--- src/hw/rtl/hlfr_pkg.sv ---
// Package for the hex length frame receiver.
// Holds the phase and event codes, the transaction payload structs and the hex digit decoder.
// No dependencies.
package hlfr_pkg;

  localparam int unsigned BUFFER_DEPTH = 256;
  localparam int unsigned ADDR_W       = $clog2(BUFFER_DEPTH);
  localparam int unsigned CFG_IDX_W    = 1;
  localparam int unsigned CFG_DATA_W   = 8;

  localparam logic [CFG_IDX_W-1:0] CFG_START_CHAR = 1'd0;
  localparam logic [CFG_IDX_W-1:0] CFG_END_CHAR   = 1'd1;

  localparam logic [7:0] START_CHAR_RESET = 8'h21;
  localparam logic [7:0] END_CHAR_RESET   = 8'h3b;

  localparam logic REQ_BYTE = 1'b0;
  localparam logic REQ_READ = 1'b1;

  typedef enum logic [2:0] {
    PH_START   = 3'd0,
    PH_LEN_HI  = 3'd1,
    PH_LEN_LO  = 3'd2,
    PH_DATA    = 3'd3,
    PH_END     = 3'd4,
    PH_PENDING = 3'd5
  } phase_t;

  typedef enum logic [2:0] {
    EV_PROGRESS  = 3'd0,
    EV_ACCEPTED  = 3'd1,
    EV_DROPPED   = 3'd2,
    EV_IGNORED   = 3'd3,
    EV_READ      = 3'd4,
    EV_NO_FRAME  = 3'd5
  } event_t;

  typedef struct packed {
    logic       req_type;
    logic [7:0] rx_byte;
    logic [7:0] read_limit;
  } in_item_t;

  typedef struct packed {
    logic [2:0] event_res;
    logic       frame_ready;
    logic [7:0] data_byte;
    logic       byte_valid;
    logic       last;
    logic [7:0] frame_length;
  } out_item_t;

  typedef struct packed {
    logic       ok;
    logic [3:0] value;
  } hex_digit_t;

  // Decodes one ASCII hex digit in either case.
  function automatic hex_digit_t hex_decode(input logic [7:0] c);
    hex_digit_t r;
    r.ok    = 1'b1;
    r.value = 4'd0;
    if (c >= 8'h30 && c <= 8'h39) begin
      r.value = 4'(c - 8'h30);
    end else if (c >= 8'h61 && c <= 8'h66) begin
      r.value = 4'(c - 8'h57);
    end else if (c >= 8'h41 && c <= 8'h46) begin
      r.value = 4'(c - 8'h37);
    end else begin
      r.ok = 1'b0;
    end
    return r;
  endfunction

endpackage

--- src/hw/rtl/hex_length_frame_receiver_core.sv ---
// Hex length frame receiver: each transaction passes the input register, then the result register.
// Throughput one transaction per cycle unless out_ready stalls the result; the input register
// feeds one pass of parse logic into the result register; the payload memory read is prefetched.
// Synchronous active-high reset returns to start-character hunt with control and character registers at defaults.
// The payload memory is not cleared; only entries written by the current frame are read.
// Depends on hlfr_pkg.
module hex_length_frame_receiver_core (
  input  logic                              clk,
  input  logic                              rst,
  input  logic                              cfg_wr_en,
  input  logic [hlfr_pkg::CFG_IDX_W-1:0]    cfg_index,
  input  logic [hlfr_pkg::CFG_DATA_W-1:0]   cfg_data,
  input  logic                              in_valid,
  output logic                              in_ready,
  input  hlfr_pkg::in_item_t                in_data,
  output logic                              out_valid,
  input  logic                              out_ready,
  output hlfr_pkg::out_item_t               out_data
);
  import hlfr_pkg::*;

  logic [7:0] start_char;
  logic [7:0] end_char;

  in_item_t  in_q;
  logic      hold_q;
  logic      fire;

  phase_t              phase, phase_next;
  logic [7:0]          length_value, length_value_next;
  logic [3:0]          high_digit, high_digit_next;
  logic [ADDR_W-1:0]   byte_count, byte_count_next;
  logic [ADDR_W-1:0]   read_position, read_position_next;

  logic [7:0] payload_store [BUFFER_DEPTH];
  logic [7:0] rd_data;
  logic       mem_we;

  out_item_t  res;
  hex_digit_t digit;
  logic [7:0] count;
  logic [ADDR_W:0] count_inc;
  logic [ADDR_W:0] pos_inc;

  assign fire     = hold_q && (!out_valid || out_ready);
  assign in_ready = !hold_q || fire;

  always_ff @(posedge clk) begin
    if (rst) begin
      start_char <= START_CHAR_RESET;
      end_char   <= END_CHAR_RESET;
    end else if (cfg_wr_en) begin
      case (cfg_index)
        CFG_START_CHAR: start_char <= cfg_data;
        CFG_END_CHAR:   end_char   <= cfg_data;
        default:        ;
      endcase
    end
  end

  always_ff @(posedge clk) begin
    if (rst) begin
      hold_q <= 1'b0;
    end else if (in_ready) begin
      hold_q <= in_valid;
    end
  end

  always_ff @(posedge clk) begin
    if (in_ready && in_valid) begin
      in_q <= in_data;
    end
  end

  assign digit     = hex_decode(in_q.rx_byte);
  assign count     = (in_q.read_limit < length_value) ? in_q.read_limit : length_value;
  assign count_inc = {1'b0, byte_count} + 1'b1;
  assign pos_inc   = {1'b0, read_position} + 1'b1;

  // Next state of the parser for the transaction in the input register.
  always_comb begin
    phase_next         = phase;
    length_value_next  = length_value;
    high_digit_next    = high_digit;
    byte_count_next    = byte_count;
    read_position_next = read_position;
    if (fire) begin
      if (in_q.req_type == REQ_BYTE) begin
        case (phase)
          PH_PENDING: ;
          PH_LEN_HI: begin
            if (digit.ok) begin
              high_digit_next = digit.value;
              phase_next      = PH_LEN_LO;
            end else begin
              phase_next = PH_START;
            end
          end
          PH_LEN_LO: begin
            if (!digit.ok) begin
              phase_next = PH_START;
            end else begin
              length_value_next = {high_digit, digit.value};
              if ({high_digit, digit.value} == 8'd0) begin
                phase_next = PH_START;
              end else begin
                byte_count_next = '0;
                phase_next      = PH_DATA;
              end
            end
          end
          PH_DATA: begin
            byte_count_next = count_inc[ADDR_W-1:0];
            if (count_inc >= {1'b0, length_value}) begin
              phase_next = PH_END;
            end
          end
          PH_END: begin
            if (in_q.rx_byte == end_char) begin
              read_position_next = '0;
              phase_next         = PH_PENDING;
            end else begin
              phase_next = PH_START;
            end
          end
          default: begin
            if (in_q.rx_byte == start_char) begin
              length_value_next = 8'd0;
              phase_next        = PH_LEN_HI;
            end else begin
              phase_next = PH_START;
            end
          end
        endcase
      end else if (phase == PH_PENDING) begin
        if ({1'b0, read_position} < {1'b0, count}) begin
          read_position_next = pos_inc[ADDR_W-1:0];
          if (pos_inc >= {1'b0, count}) begin
            phase_next = PH_START;
          end
        end else begin
          phase_next = PH_START;
        end
      end
    end
  end

  // Result fields for the transaction in the input register.
  always_comb begin
    res.event_res  = EV_PROGRESS;
    res.data_byte  = 8'd0;
    res.byte_valid = 1'b0;
    res.last       = 1'b0;
    if (in_q.req_type == REQ_BYTE) begin
      case (phase)
        PH_PENDING: res.event_res = EV_IGNORED;
        PH_LEN_HI:  res.event_res = digit.ok ? EV_PROGRESS : EV_DROPPED;
        PH_LEN_LO: begin
          if (!digit.ok || {high_digit, digit.value} == 8'd0) begin
            res.event_res = EV_DROPPED;
          end
        end
        PH_DATA:    res.event_res = EV_PROGRESS;
        PH_END:     res.event_res = (in_q.rx_byte == end_char) ? EV_ACCEPTED : EV_DROPPED;
        default:    res.event_res = (in_q.rx_byte == start_char) ? EV_PROGRESS : EV_IGNORED;
      endcase
    end else if (phase != PH_PENDING) begin
      res.event_res = EV_NO_FRAME;
    end else begin
      res.event_res = EV_READ;
      if ({1'b0, read_position} < {1'b0, count}) begin
        res.data_byte  = rd_data;
        res.byte_valid = 1'b1;
        res.last       = (pos_inc >= {1'b0, count});
      end else begin
        res.last = 1'b1;
      end
    end
    res.frame_ready  = (phase_next == PH_PENDING);
    res.frame_length = length_value_next;
  end

  always_ff @(posedge clk) begin
    if (rst) begin
      phase         <= PH_START;
      length_value  <= 8'd0;
      high_digit    <= 4'd0;
      byte_count    <= '0;
      read_position <= '0;
    end else begin
      phase         <= phase_next;
      length_value  <= length_value_next;
      high_digit    <= high_digit_next;
      byte_count    <= byte_count_next;
      read_position <= read_position_next;
    end
  end

  assign mem_we = fire && (in_q.req_type == REQ_BYTE) && (phase == PH_DATA);

  // The read port always fetches the entry that the next read transaction will use.
  always_ff @(posedge clk) begin
    if (mem_we) begin
      payload_store[byte_count] <= in_q.rx_byte;
    end
    rd_data <= payload_store[read_position_next];
  end

  always_ff @(posedge clk) begin
    if (rst) begin
      out_valid <= 1'b0;
    end else if (fire) begin
      out_valid <= 1'b1;
    end else if (out_ready) begin
      out_valid <= 1'b0;
    end
  end

  always_ff @(posedge clk) begin
    if (fire) begin
      out_data <= res;
    end
  end

  a_byte_only_on_read: assert property (@(posedge clk) disable iff (rst)
    out_valid && out_data.byte_valid |-> out_data.event_res == EV_READ)
    else $error("payload byte delivered on a non-read result");

  a_last_releases: assert property (@(posedge clk) disable iff (rst)
    out_valid && out_data.last |-> !out_data.frame_ready)
    else $error("frame still pending after its last read");

  a_stall_holds_input: assert property (@(posedge clk) disable iff (rst)
    hold_q && !fire |=> hold_q && $stable(in_q))
    else $error("input register changed while stalled");

  a_read_within_frame: assert property (@(posedge clk) disable iff (rst)
    phase == PH_PENDING |-> read_position <= length_value)
    else $error("read position beyond frame length");

endmodule
--- config.mk ---
export PLATFORM = sky130hd
export DESIGN_NAME = hex_length_frame_receiver_core
export DESIGN_NICKNAME = d
export VERILOG_FILES = /design/src/hw/rtl/hlfr_pkg.sv /design/src/hw/rtl/hex_length_frame_receiver_core.sv
export SDC_FILE = /design/constraint.sdc
export NUM_CORES = 2
export LEC_CHECK = 0
export BUFFER_PORTS_ARGS = -buffer_cell sky130_fd_sc_hd__buf_2
export CAP_MARGIN = 20
export CELL_PAD_IN_SITES_DETAIL_PLACEMENT = 1
export CELL_PAD_IN_SITES_GLOBAL_PLACEMENT = 1
export CORE_MARGIN = 2
export CORE_UTILIZATION = 60
export CTS_BUF_LIST = sky130_fd_sc_hd__clkbuf_2 sky130_fd_sc_hd__clkbuf_4 sky130_fd_sc_hd__clkbuf_8
export CTS_CLUSTER_SIZE = 25
export DETAILED_ROUTE_END_ITERATION = 7
export PLACE_DENSITY_LB_ADDON = 0.15
export SLEW_MARGIN = 20
export SYNTH_ARGS = -nofsm -noshare
export SYNTH_HDL_FRONTEND = slang
export SYNTH_SLANG_ARGS = --single-unit
--- constraint.sdc ---
create_clock -name clk -period 18.95 [get_ports clk]
set_clock_uncertainty 0.15 [all_clocks]
set_input_delay 2.8425 -clock clk [delete_from_list [all_inputs] [get_ports clk]]
set_output_delay 2.8425 -clock clk [all_outputs]
set_load 0.05 [all_outputs]
Yosys cells after proc, flatten, opt, wreduce, memory -nomap -nowiden. Memories as Yosys holds them, arrays and structs flattened. A register that Yosys moved wholly into a read port is not among the register bits. Index checks and enable logic that the tools add are counted.

RAM bits: 2048. Input bits: 31. Memories: 1. Logic and storage cells: 117. Output and inout bits: 24. Register bits: 88.

$lt $le $gt $ge: 10. Mux-type cells: 46. Eq/ne operators: 11. Bitwise gates (word level): 3. Reduce and logical (&&, ||, !) cells: 23. Add/sub/neg operators: 5.

Memory list: payload_store (words 256, bits a word 8, read ports 1, clocked after memory_dff 1, wr ports 1, line hex_length_frame_receiver_core.sv:35) `logic [7:0] payload_store [BUFFER_DEPTH];`.

Operator list (number): $mux 8 (13); $pmux 8 s2 (2); $mux 3 (8); $add 8x1->9 const B (2); $ge 9x8->1 (2); $eq 8x8->1 (2); $ge 8x7->1 const B (2); $le 8x7->1 const B (2); $lt 8x8->1 (2); $pmux 3 s5 (1); $mux 2 (7); $mux 4 (3); $mux 1 (11); $pmux 2 s5 (1); $eq 3x3->1 const B (3); $ge 8x6->1 const B (1); $le 8x6->1 const B (1); $logic_not 8->1 (1); $sub 4x3->4 const B (2); $logic_and 1x1->1 (7); $eq 3x2->1 const B (2); $reduce_and 5->1 (1); $ne 2x2->1 const B (2); $reduce_and 2->1 (2); 11 further kinds (18).

Logic depth before layout (Yosys ltp).
Depth after elaboration: 12. Mapped depth: 26. Mapped depth without buffers: 20.

Worst setup path after synthesis. No wires, ideal clock.

Path kind: register -> register. Start point: register in_q[10] in the netlist's numbering. End point: register rd_data[4] (read register of payload_store). Path buffers: 4. Period minus slack after synthesis: 6.803 ns. Path slack: 12.147 ns. Arrival time: 6.524 ns. Setup time: 0.129 ns. Required time: 18.671 ns. Stages on the path, launching flop included: 16. Cell sequence: edfxtp_1 -> buf_2 -> xor2_1 -> nor3_1 -> and4bb_2 -> nand2_1 -> o31a_1 -> buf_2 -> o21ai_4 -> buf_8 -> buf_8 -> mux4_2 -> a221oi_1 -> o21ai_1 -> nor4_2 -> nor3b_2.

Longest elaborated chain between the ends: 5.

RTL lines: start: declaration (line hex_length_frame_receiver_core.sv:25) `in_item_t in_q;`; start signal: assignment (line hex_length_frame_receiver_core.sv:71) `in_q <= in_data;`; $eq 8x8->1 (line hex_length_frame_receiver_core.sv:119) `if (in_q.rx_byte == end_char) begin`; $mux 8 (line hex_length_frame_receiver_core.sv:119); $mux 8 (line hex_length_frame_receiver_core.sv:89) `case (phase)`; $mux 8 (line hex_length_frame_receiver_core.sv:88) `if (in_q.req_type == REQ_BYTE) begin`; $mux 8 (line hex_length_frame_receiver_core.sv:87) `if (fire) begin`; end: declaration (line hex_length_frame_receiver_core.sv:36) `logic [7:0] rd_data;`.

Every way passes these cells. A chain may end at the register's enable or synchronous reset.

Worst setup path after layout.
Start point: register length_value[2]. End point: register rd_data[2] (read register of payload_store).

Longest elaborated chain between the ends: 7.

RTL lines: start: declaration (line hex_length_frame_receiver_core.sv:30) `logic [7:0] length_value, length_value_next;`; start signal: assignment (line hex_length_frame_receiver_core.sv:192) `length_value <= length_value_next;`; $lt 8x8->1 (line hex_length_frame_receiver_core.sv:76) `assign count = (in_q.read_limit < length_value) ? in_q.read_limit : length_value;`; $mux 8 (*) (line hex_length_frame_receiver_core.sv:76); $lt 8x8->1 (*) (line hex_length_frame_receiver_core.sv:136) `if ({1'b0, read_position} < {1'b0, count}) begin`; $mux 8 (*) (line hex_length_frame_receiver_core.sv:136); $mux 8 (*) (line hex_length_frame_receiver_core.sv:135) `end else if (phase == PH_PENDING) begin`; $mux 8 (*) (line hex_length_frame_receiver_core.sv:88); $mux 8 (*) (line hex_length_frame_receiver_core.sv:87).

Every way passes the cells marked *; elsewhere a longest branch is shown, timed or not.

==> flow_metrics.env <==
export IMPL_dr_pass1_iters=6
export IMPL_maxCapViolations=0
export IMPL_max_stage_delay_ps=1150
export IMPL_crit_type="flip-flop to flip-flop"
export IMPL_rsz0062_at_grt="false"
export IMPL_insertion_delay_ps=1070
export IMPL_port_buffer_count=54
export IMPL_power_leakage_nw=30.81
export IMPL_clockBufferDepth=4
export IMPL_syn2layout_area_growth_pct=9.731
export IMPL_dr_wl_met3_um=32730
export IMPL_synth_area_mm2=0.08646
export IMPL_cts_htree_levels=5
export IMPL_drcViolationCount=0
export IMPL_ys_seq_area_share_pct=73.81
export IMPL_grt_pass1_vias=59900
export IMPL_cts_buffers=352
export IMPL_synthCells=6105
export IMPL_async_reset_ff_share_pct=0
export IMPL_min_period_ps=10020
export IMPL_routed_via_count=58510
export IMPL_grt_pass1_wl_um=408000
export IMPL_overflow=0
export IMPL_finalHoldViolCount=0
export IMPL_post_cts_buffers=0
export IMPL_layout_drive_gt1_share_pct=12.81
export IMPL_pwr_share_clk_pct=41.7
export IMPL_cp_max_fo=143
export IMPL_yosysWarnings=0
export IMPL_synth_ff_type="edfxtp_1"
export IMPL_worstPathArrival_ps=10720
export IMPL_clk_pin_slew_worst_paths_ps=60
export IMPL_ir_drop_v=0.00008194
export IMPL_hold_buffers=0
export IMPL_routed_wirelength_um=282900
export IMPL_crit_path_start_kind="flip-flop"
export IMPL_gp_congestion=0.8916
export IMPL_cts_tree="done"
export IMPL_switchingPower_w=0.001964
export IMPL_syn_nets=6173
export IMPL_utilization_pct=66.20
export IMPL_route_met2_wl_um=130600
export IMPL_end_kind="flip-flop"
export IMPL_root_buffer="clkbuf_8"
export IMPL_fp_dieH_um=383.6
export IMPL_cpMaxStageDelayCell="nor4_2"
export IMPL_report_final_slew_viol_count=0
export IMPL_wire_per_inst_um=33.79
export IMPL_cts_sinks=2144
export IMPL_grt_max_degree=190
export IMPL_switching_share_pct=21.41
export IMPL_p_comb_share_pct=1.4
export IMPL_synth_top_cell_area_share_pct=72.49
export IMPL_hold_class="flip-flop to flip-flop"
export IMPL_post_cts_resize_count=0
export IMPL_syn_avg_cell_area_um2=14.16
export IMPL_synth_distinct_cells=91
export IMPL_p_int_w=0.007210
export IMPL_worst_slew_pin_slew_ps=1342
export IMPL_p_total_w=0.009174
export IMPL_fin_nets=6268
export IMPL_fin_setup_tns_ps=0
export IMPL_antenna_left=0
export IMPL_die_x_um=383.6
export IMPL_routed_via_density=6.989
export IMPL_rows=139
export IMPL_design_core_area_mm2=0.1433
export IMPL_crit_chain="inv_1, ha_1, a211oi_2, o21ai_2, a21oi_1, nor2_1, a21oi_1, ha_1, and2_1, a311oi_1, o21a_1, a211o_1, nand3_4, nand2_4, buf_12, buf_12, mux4_2, a221oi_1, o21ai_0, nor4_2, nor4_1"
export IMPL_synth_seq_cells=2144
export IMPL_grtUsageTotal_pct=38.27
export IMPL_synth_edf_count=2087
export IMPL_synthTopCellsByArea="edfxtp_1, nand2_1, a211oi_1, mux4_2, and3_1"
export IMPL_cp_required_ps=19650
export IMPL_fin_crit_sh_pct=52.87
export IMPL_synth_top_area_cell="edfxtp_1"
export IMPL_top_layer="met5"
export IMPL_place_hpwl_um=162400
export IMPL_status="finished clean"
export IMPL_fmax_mhz=99.82
export IMPL_num_io_pins=55
export IMPL_powerDensity_mw_per_mm2=96.70
export IMPL_die_area_mm2=0.1471
export IMPL_antenna_found_initial=19
export IMPL_final_common_cell="edfxtp_1"
export IMPL_p_seq_share_pct=56.8
export IMPL_drtIter0Drc=7616
export IMPL_slew_headroom_pct=10.19
export IMPL_final_cell_mix="edfxtp_1, nand2_1, clkbuf_8"
export IMPL_met1_length_um=102500
export IMPL_start_util_pct=60.33
export IMPL_setup_viol=0
==> cells by family (layout without fill, tap and decap cells) <==
group / Yosys count / in the layout / share of synthesized area (%)
adders and majority gates: 37 / 37 / 0.5355
and+or+nand+nor: 2199 / 2199 / 11.26
muxes: 185 / 185 / 3.292
DFF: 2144 / 2144 / 73.81
other: 0 / 27 / 0
xor gates and xnor gates: 30 / 30 / 0.3039
AOI/OAI and AO/OA: 1066 / 1066 / 8.455
buffers and inverters: 444 / 781 / 2.347
==> critical path, delay by kind of cell (launching register included) <==
family	cells	cell delay [ps]
AOI/OAI and AO/OA	9	3370
DFF	1	330
and+or+nand+nor	6	3360
adders and majority gates	2	620
muxes	1	450
buffers and inverters	3	1180
==> synthesized netlist by cell type (21+ instances only) <==
| master | instances |
|---|---|
| dfxtp_1 | 57 |
| nor3_1 | 50 |
| and3_1 | 256 |
| nand2_1 | 1137 |
| a22oi_1 | 35 |
| nor2_1 | 314 |
| o22ai_1 | 42 |
| mux4_2 | 78 |
| nand3_1 | 312 |
| a32oi_1 | 77 |
| clkbuf_1 | 235 |
| a21oi_1 | 207 |
| o21ai_0 | 49 |
| a31oi_1 | 236 |
| ha_1 | 37 |
| edfxtp_1 | 2087 |
| nor4_1 | 49 |
| mux2i_1 | 94 |
| buf_1 | 43 |
| buf_2 | 110 |
| a211oi_1 | 254 |
| o211ai_1 | 21 |
==> area by class of cell <==
| type | count | area, um^2 |
|---|---|---|
| diodes | 27 | 67.56 |
| clock buffers | 464 | 5742 |
| clock inverters | 132 | 603.1 |
| fillers | 13080 | 48440 |
| inverters | 19 | 71.32 |
| multi-input cells | 3517 | 20900 |
| flip-flops and latches | 2144 | 63810 |
| well taps | 1903 | 2381 |
| repair buffers | 166 | 1295 |
==> layer usage <==
metal  global-route usage, %  vias up
met5                       0        -
li1                        -    23700
met1                   50.05    29790
met2                   58.31     4040
met3                   10.12      956
met4                   22.29       20
==> worst paths after layout <==
path / start / end / slack (ps) / cells after the start
hold reg to reg: end_char[2]$_SDFFE_PP0P_ / end_char[2]$_SDFFE_PP0P_ / 330 / 2
hold / removal: end_char[2]$_SDFFE_PP0P_ / end_char[2]$_SDFFE_PP0P_ / 330 / 2
setup reg to reg: length_value[2]$_SDFF_PP0_ / rd_data[2]$_DFF_P_ / 8930 / 21
setup / recovery: length_value[2]$_SDFF_PP0_ / rd_data[2]$_DFF_P_ / 8930 / 21
==> power by group through the flow <==
stage	Combinational (W)	Sequential [W]	Clock, W
floorplan	0.0000250	0.00537	0
global placement	0.000120	0.00531	0
detailed placement	0.000129	0.00531	0
CTS	0.000129	0.00521	0.00383
global route	0.000138	0.00521	0.00400
finish	0.000132	0.00521	0.00383
==> sequential cells by signal (all words and copies together) (netlist names) <==
name / cells
read_position: 8
length_value: 8
end_char: 8
rd_data: 8
payload_store: 2048
out_valid: 1
phase: 3
start_char: 8
hold_q: 1
out_data: 22
high_digit: 4
byte_count: 8
in_q: 17
==> through the flow <==
stage                     hold WS [ps]  instance area [um^2]  setup WS [ps]  std cells
final                            325.7                 94870           8932       8372
after global routing             343.3                 94800           8512       8346
after CTS                        328.2                 94770           9463       8344
after detailed placement         317.7                 88420           9009       7748
after global placement           307.4                 88300           8052       7742
after floorplan                  298.1                 86460          12150       6105
(Power assumes the default switching activity.)
